[config.mk]
export PLATFORM = sky130hd
export DESIGN_NAME = tmcw_ctrl
export DESIGN_NICKNAME = d
export VERILOG_FILES = /design/src/sv/tmcw_pkg.sv /design/src/sv/tmcw_ctrl.sv
export SDC_FILE = /design/constraint.sdc
export NUM_CORES = 1
export LEC_CHECK = 0
export BUFFER_PORTS_ARGS = -buffer_cell sky130_fd_sc_hd__buf_2
export CORE_AREA = 2 2 39 41
export CTS_BUF_LIST = sky130_fd_sc_hd__clkbuf_8 sky130_fd_sc_hd__clkbuf_16
export DETAILED_ROUTE_END_ITERATION = 16
export DIE_AREA = 0 0 41 43
export HOLD_SLACK_MARGIN = 0.08
export PLACE_DENSITY = 0.48
export RECOVER_POWER = 25
export SYNTH_ARGS = -nofsm -noshare
export SYNTH_HDL_FRONTEND = slang
export SYNTH_SLANG_ARGS = --single-unit
[constraint.sdc]
create_clock -name clk -period 1.44 [get_ports clk]
set_clock_uncertainty 0.15 [all_clocks]
set_input_delay 0.288 -clock clk [delete_from_list [all_inputs] [get_ports clk]]
set_output_delay 0.288 -clock clk [all_outputs]
set_load 0.01 [all_outputs]
[src/sv/tmcw_pkg.sv]
package tmcw_pkg;

	// Field widths of the request and result channels.
	localparam int OP_W       = 3;
	localparam int CHAR_W     = 8;
	localparam int COLUMN_W   = 7;
	localparam int ROW_W      = 5;
	localparam int COLOR_W    = 4;
	localparam int CELL_W     = 16;

	// Configuration register widths and port shape.
	localparam int COLS_W     = 8;
	localparam int ROWS_W     = 6;
	localparam int CFG_IDX_W  = 2;
	localparam int CFG_DATA_W = 8;

	// Default screen store geometry.
	localparam int MAX_COLUMNS_DEF = 128;
	localparam int MAX_ROWS_DEF    = 32;

	// Operation codes.
	localparam logic [OP_W-1:0] OP_PUT_CURSOR = 3'd0;
	localparam logic [OP_W-1:0] OP_PUT_CELL   = 3'd1;
	localparam logic [OP_W-1:0] OP_SET_CURSOR = 3'd2;
	localparam logic [OP_W-1:0] OP_SET_COLOR  = 3'd3;
	localparam logic [OP_W-1:0] OP_CLEAR      = 3'd4;
	localparam logic [OP_W-1:0] OP_READ_CELL  = 3'd5;

	// Configuration register indexes.
	localparam logic [CFG_IDX_W-1:0] CFG_COLUMNS = 2'd0;
	localparam logic [CFG_IDX_W-1:0] CFG_ROWS    = 2'd1;
	localparam logic [CFG_IDX_W-1:0] CFG_WRAP_H  = 2'd2;
	localparam logic [CFG_IDX_W-1:0] CFG_WRAP_V  = 2'd3;

	// Reset values.
	localparam logic [COLS_W-1:0]   COLUMNS_RST = 8'd80;
	localparam logic [ROWS_W-1:0]   ROWS_RST    = 6'd25;
	localparam logic                WRAP_H_RST  = 1'b1;
	localparam logic                WRAP_V_RST  = 1'b0;
	localparam logic [2*COLOR_W-1:0] COLOR_RST  = 8'h07;
	localparam logic [CHAR_W-1:0]   SPACE_CODE  = 8'h20;
	localparam logic [CELL_W-1:0]   CELL_RST    = 16'h0720;
	localparam logic [CELL_W-1:0]   LOW_BYTE_MASK = 16'b0000000011111111;

	// Commands from the sequencer to the datapath.
	typedef struct packed {
		logic capture;
		logic exec;
		logic read_load;
		logic sweep_step;
		logic init_step;
	} cmd_t;

	// Status from the datapath to the sequencer.
	typedef struct packed {
		logic out_free;
		logic needs_read;
		logic needs_sweep;
		logic sweep_last;
		logic init_last;
	} stat_t;

endpackage

[src/sv/tmcw_ctrl.sv]
module tmcw_ctrl import tmcw_pkg::*; (
	input  logic  clk,
	input  logic  arst_n,
	input  logic  in_valid,
	output logic  in_ready,
	input  stat_t stat,
	output cmd_t  cmd
);

	localparam logic [2:0] ST_INIT  = 3'd0;
	localparam logic [2:0] ST_IDLE  = 3'd1;
	localparam logic [2:0] ST_EXEC  = 3'd2;
	localparam logic [2:0] ST_READ  = 3'd3;
	localparam logic [2:0] ST_SWEEP = 3'd4;

	logic [2:0] state_q;
	logic [2:0] state_d;

	always_comb begin
		cmd      = '0;
		in_ready = 1'b0;
		state_d  = state_q;
		unique case (state_q)
			ST_INIT: begin
				cmd.init_step = 1'b1;
				if (stat.init_last) begin
					state_d = ST_IDLE;
				end
			end
			ST_IDLE: begin
				in_ready = 1'b1;
				if (in_valid) begin
					cmd.capture = 1'b1;
					state_d     = ST_EXEC;
				end
			end
			ST_EXEC: begin
				// The request is executed only once its result has a free slot.
				if (stat.out_free) begin
					cmd.exec = 1'b1;
					if (stat.needs_sweep) begin
						state_d = ST_SWEEP;
					end else if (stat.needs_read) begin
						state_d = ST_READ;
					end else begin
						state_d = ST_IDLE;
					end
				end
			end
			ST_READ: begin
				cmd.read_load = 1'b1;
				state_d       = ST_IDLE;
			end
			ST_SWEEP: begin
				cmd.sweep_step = 1'b1;
				if (stat.sweep_last) begin
					state_d = ST_IDLE;
				end
			end
			default: begin
				state_d = ST_IDLE;
			end
		endcase
	end

	always_ff @(posedge clk or negedge arst_n) begin
		if (!arst_n) begin
			state_q <= ST_INIT;
		end else begin
			state_q <= state_d;
		end
	end

endmodule

After elaboration in Yosys (flattened, before gate mapping)
Cells that the tools add are included.
{ "op_classes": {"n_eq_ne": 8, "mux": 15, "n_reduce_logical": 2} }
{ "ops": {"columns": ["op", "n"], "rows": [
  ["$mux 3", 5],
  ["$pmux 3 s4", 1],
  ["$mux 1", 8],
  ["$ne 2x2->1 const B", 4],
  ["$eq 3x2->1 const B", 2],
  ["$reduce_and 4->1", 1],
  ["$eq 3x1->1 const B", 1],
  ["$eq 3x3->1 const B", 1],
  ["$logic_not 3->1", 1],
  ["$mux 2", 1]
]} }
{ "totals": {"regBits": 3, "inputBits": 8, "wordCells": 26} }

Depth between registers and ports, before layout
{ "logic_depth": {"word_depth": 4, "depth_mapped": 4, "mapped_depth_nobuf": 3} }

Worst setup path after synthesis
OpenSTA, ideal clock, no wires.
{ "synth_path": {"kind": "reg2out", "start": "register state_q[2]", "end": "output port cmd[3] (netlist name)", "arrival_time_ps": 1011, "required_time_ps": 1002, "path_slack_ps": -9, "path_stages_with_launch": 3, "path_buffers": 1, "cell_sequence": "dfrtp_1 buf_2 nor4b_1"} }
{ "synth_lines": {"columns": ["element", "line_no", "text"], "rows": [
  ["from (decl)", "tmcw_ctrl.sv:16", "logic [2:0] state_q;"],
  ["from (signal assigned)", "tmcw_ctrl.sv:70", "state_q <= state_d;"],
  ["to (decl)", "tmcw_ctrl.sv:7", "output cmd_t cmd"]
]} }

==> impl_metrics.env <==
export IMPL_nFillCells=153
export IMPL_crit_arrival_ns=1.09
export IMPL_status="finished with violations"
export IMPL_antenna_found_initial=0
export IMPL_cts_setup_buffers=0
export IMPL_insertion_delay_ns=0.21
export IMPL_startpoint_type="flop"
export IMPL_grt_max_degree=7
export IMPL_yosysWarnings=0
export IMPL_cts_sinks=3
export IMPL_synthXorXnorAreaFrac_pct=0
export IMPL_post_synth_top_area_fraction_pct=30.5
export IMPL_fp_dieArea_um2=1760
export IMPL_rrSetupSlack_ns=0.22
export IMPL_ant_nets=0
export IMPL_criticalPathCategory="reg -> out"
export IMPL_cp_max_fo=5
export IMPL_fin_tns_setup_ns=-0.162
export IMPL_setup_violations=2
export IMPL_wl_per_cell_um=9.98
export IMPL_cts_buffers=3
export IMPL_synth_top_family_by_area="simple AND/OR/NAND/NOR gates"
export IMPL_synth_area_per_cell_um2=8.50
export IMPL_hpwl_um=508
export IMPL_grt_usage_pct=8.83
export IMPL_worstSetupEndpoint="cmd[4]"
export IMPL_violations="negative setup slack"
export IMPL_antenna_cells=0
export IMPL_syn_cell_area_um2=246
export IMPL_fp_dieH_um=43
export IMPL_syn_to_final_growth_pct=64.0
export IMPL_initial_core_util_pct=17.8
export IMPL_htreeDepth=1
export IMPL_rsz0062_at_grt="true"
export IMPL_stdcell_area_um2=404
export IMPL_cp_required_ns=1.00
export IMPL_vias=278
export IMPL_yosys_top_cells_area="dfrtp_1 (30%), o21ai_0 (6.1%), nor3b_1 (6.1%)"
export IMPL_period_minus_slack_ns=1.53
export IMPL_reg_top3="state_q (3)"
export IMPL_yosysUniqueCellTypes=20
export IMPL_yosys_area_top_type="dfrtp_1"
export IMPL_maxSlewHeadroom_pct=88.5
export IMPL_root_buffer="clkbuf_8"
export IMPL_grt_overflow=0
export IMPL_clk_pin_slew_ns=0.03
export IMPL_fp_dieW_um=41
export IMPL_r2r_start="state_q[1]$_DFFE_PN0P_"
export IMPL_cts_tree="yes"
export IMPL_dp_cells=59
export IMPL_grt_pass1_wl_um=1010
export IMPL_largest_reg_flops=3
export IMPL_synth_ff_latch_count=3
export IMPL_peakVddDrop_v=0.000504
export IMPL_cp_end_kind="primary output"
export IMPL_p_leak_nw=0.183
export IMPL_r2r_end="state_q[1]$_DFFE_PN0P_"
export IMPL_synth_cells=29
export IMPL_nNetsFinal=57
export IMPL_clk_path_buf_depth=2
export IMPL_rows=14
export IMPL_largest_register="state_q"
export IMPL_layout_setup_ws_ns=-0.0905
export IMPL_dr_pass1_iters=5
export IMPL_hold_viol=0
export IMPL_r2r_cells=4
export IMPL_power_density_nw_per_um2=1900
export IMPL_worst_pin_slew_ns=0.172
export IMPL_drv_cap=0
export IMPL_syn_nets=37
export IMPL_drive_gt1_share_pct=54.2
export IMPL_synth_fa_ha_area_share_pct=0
export IMPL_ys_seq_area_share_pct=30.5
export IMPL_drcViolationCount=0
export IMPL_vias_per_cell=4.34
export IMPL_synthMuxAreaShare_pct=0
export IMPL_gp_congestion=0.690
export IMPL_final_max_slew_viol_count=0
export IMPL_wirelength_um=639
export IMPL_hold_path_class="in -> reg"
export IMPL_port_buffers=13
export IMPL_min_period_over_period_pct=106
export IMPL_final_util_pct=29.2
export IMPL_initialDrtViolationCount=6
export IMPL_core_um2=1380
export IMPL_cp_startpoint="state_q[1]$_DFFE_PN0P_"
export IMPL_yosys_area_share_simple_pct=43.1
export IMPL_first_global_vias=232
export IMPL_io_pins=14
export IMPL_hold_start="stat[0]"
export IMPL_synth_compound_area_share_pct=15.2
export IMPL_dpl_cell_area_um2=347
export IMPL_fmax_mhz=653
export IMPL_final_cells=64
[cells in the mapped netlist]
library cell / number
nor3b_2: 1
nand3_1: 2
a21oi_2: 1
and2_1: 1
inv_4: 1
dfrtp_1: 3
nand4_1: 1
buf_2: 2
nand2b_1: 2
a211o_1: 1
nor3_1: 1
nand4b_1: 1
nor2b_1: 1
nor2_1: 2
nand3b_1: 1
nor4b_1: 1
nor3b_1: 2
buf_6: 1
o21ai_0: 3
a21oi_1: 1
[layer usage]
layer  up-vias  global-route usage (%)  part of all wire, %
li1        140                       -                    -
met1       130                    11.2                   46
met2         8                    10.9                   47
met3         0                    4.71                  6.1
met4         0                    6.00                    0
met5         -                       0                    0
[area by class of cell]
class | instances | area (µm²) | area share (%)
clock inverters | 1 | 3.75 | 0.929
well taps | 16 | 20.0 | 4.95
flip-flops and latches | 3 | 78.8 | 19.5
multi-input cells | 22 | 150 | 37.2
inverters | 1 | 6.26 | 1.55
repair buffers | 18 | 104 | 25.7
clock buffers | 3 | 41.3 | 10.2
[cells by family (layout without fill, tap and decap cells)]
group,count (synthesis),after routing
flip-flops,3,3
AO/OA/AOI/OAI,6,6
AND/OR/NAND/NOR,16,16
buffers and inverters,4,23
[critical path: stages (launching register included)]
cell and delay, ns:
dfrtp_2 0.44, nor3b_2 0.19, and2_1 0.13, buf_2 0.12
[power breakdown]
part	switching [mW]	internal, mW	total, mW
clock	0.0531	0.181	0.234
combinational	0.166	0.187	0.353
sequential	0.0569	0.123	0.180
total	0.276	0.491	0.767
[through the flow]
step | power (mW) | hold slack (ns) | worst slack (ns)
after floorplan | 0.405 | -0.158 | 0.00983
after CTS | 0.782 | 0.169 | -0.100
after detailed placement | 0.529 | -0.0621 | 0.105
after global routing | 0.833 | 0.199 | -0.166
after global placement | 0.530 | -0.0592 | 0.0971
final | 0.767 | 0.170 | -0.0905
[repair_timing]
item | CTS | global route
pin swaps | 0 | 2
hold buffers | 1 | 0
hold endpoints to repair | 3 | 0
endpoints found under the setup margin | 6 | 6
resized for setup | 3 | 0
[cell usage in the layout, fill, tap and decap left out]
cell	synthesis	final
o21ai_0	3	3
nand2b_1	2	2
inv_1	0	1
nor2_1	2	2
nor3b_1	2	2
a21oi_2	1	1
buf_2	2	12
nor3_1	1	1
nor4b_2	0	1
nand3b_1	1	1
clkbuf_1	0	1
inv_4	1	1
dlygate4sd3_1	0	1
clkbuf_8	0	3
a21oi_1	1	1
a211o_1	1	1
nand4b_1	1	1
nor2b_1	1	1
nor3b_2	1	1
nand4_1	1	1
buf_4	0	4
nand3_1	2	2
dfrtp_2	0	3
and2_1	1	1
[worst min-delay path by stage]
stage	end	slack, ns	cells after the start
6_report	state_q[0]$_DFFE_PN0P_	0.17	3
2_1_floorplan	state_q[0]$_DFFE_PN0P_	-0.16	0
4_1_cts	state_q[0]$_DFFE_PN0P_	0.17	3
3_3_place_gp	state_q[0]$_DFFE_PN0P_	-0.06	1
5_1_grt	state_q[0]$_DFFE_PN0P_	0.20	3
3_5_place_dp	state_q[0]$_DFFE_PN0P_	-0.06	1
No activity file was read; power rests on OpenSTA's default activity.
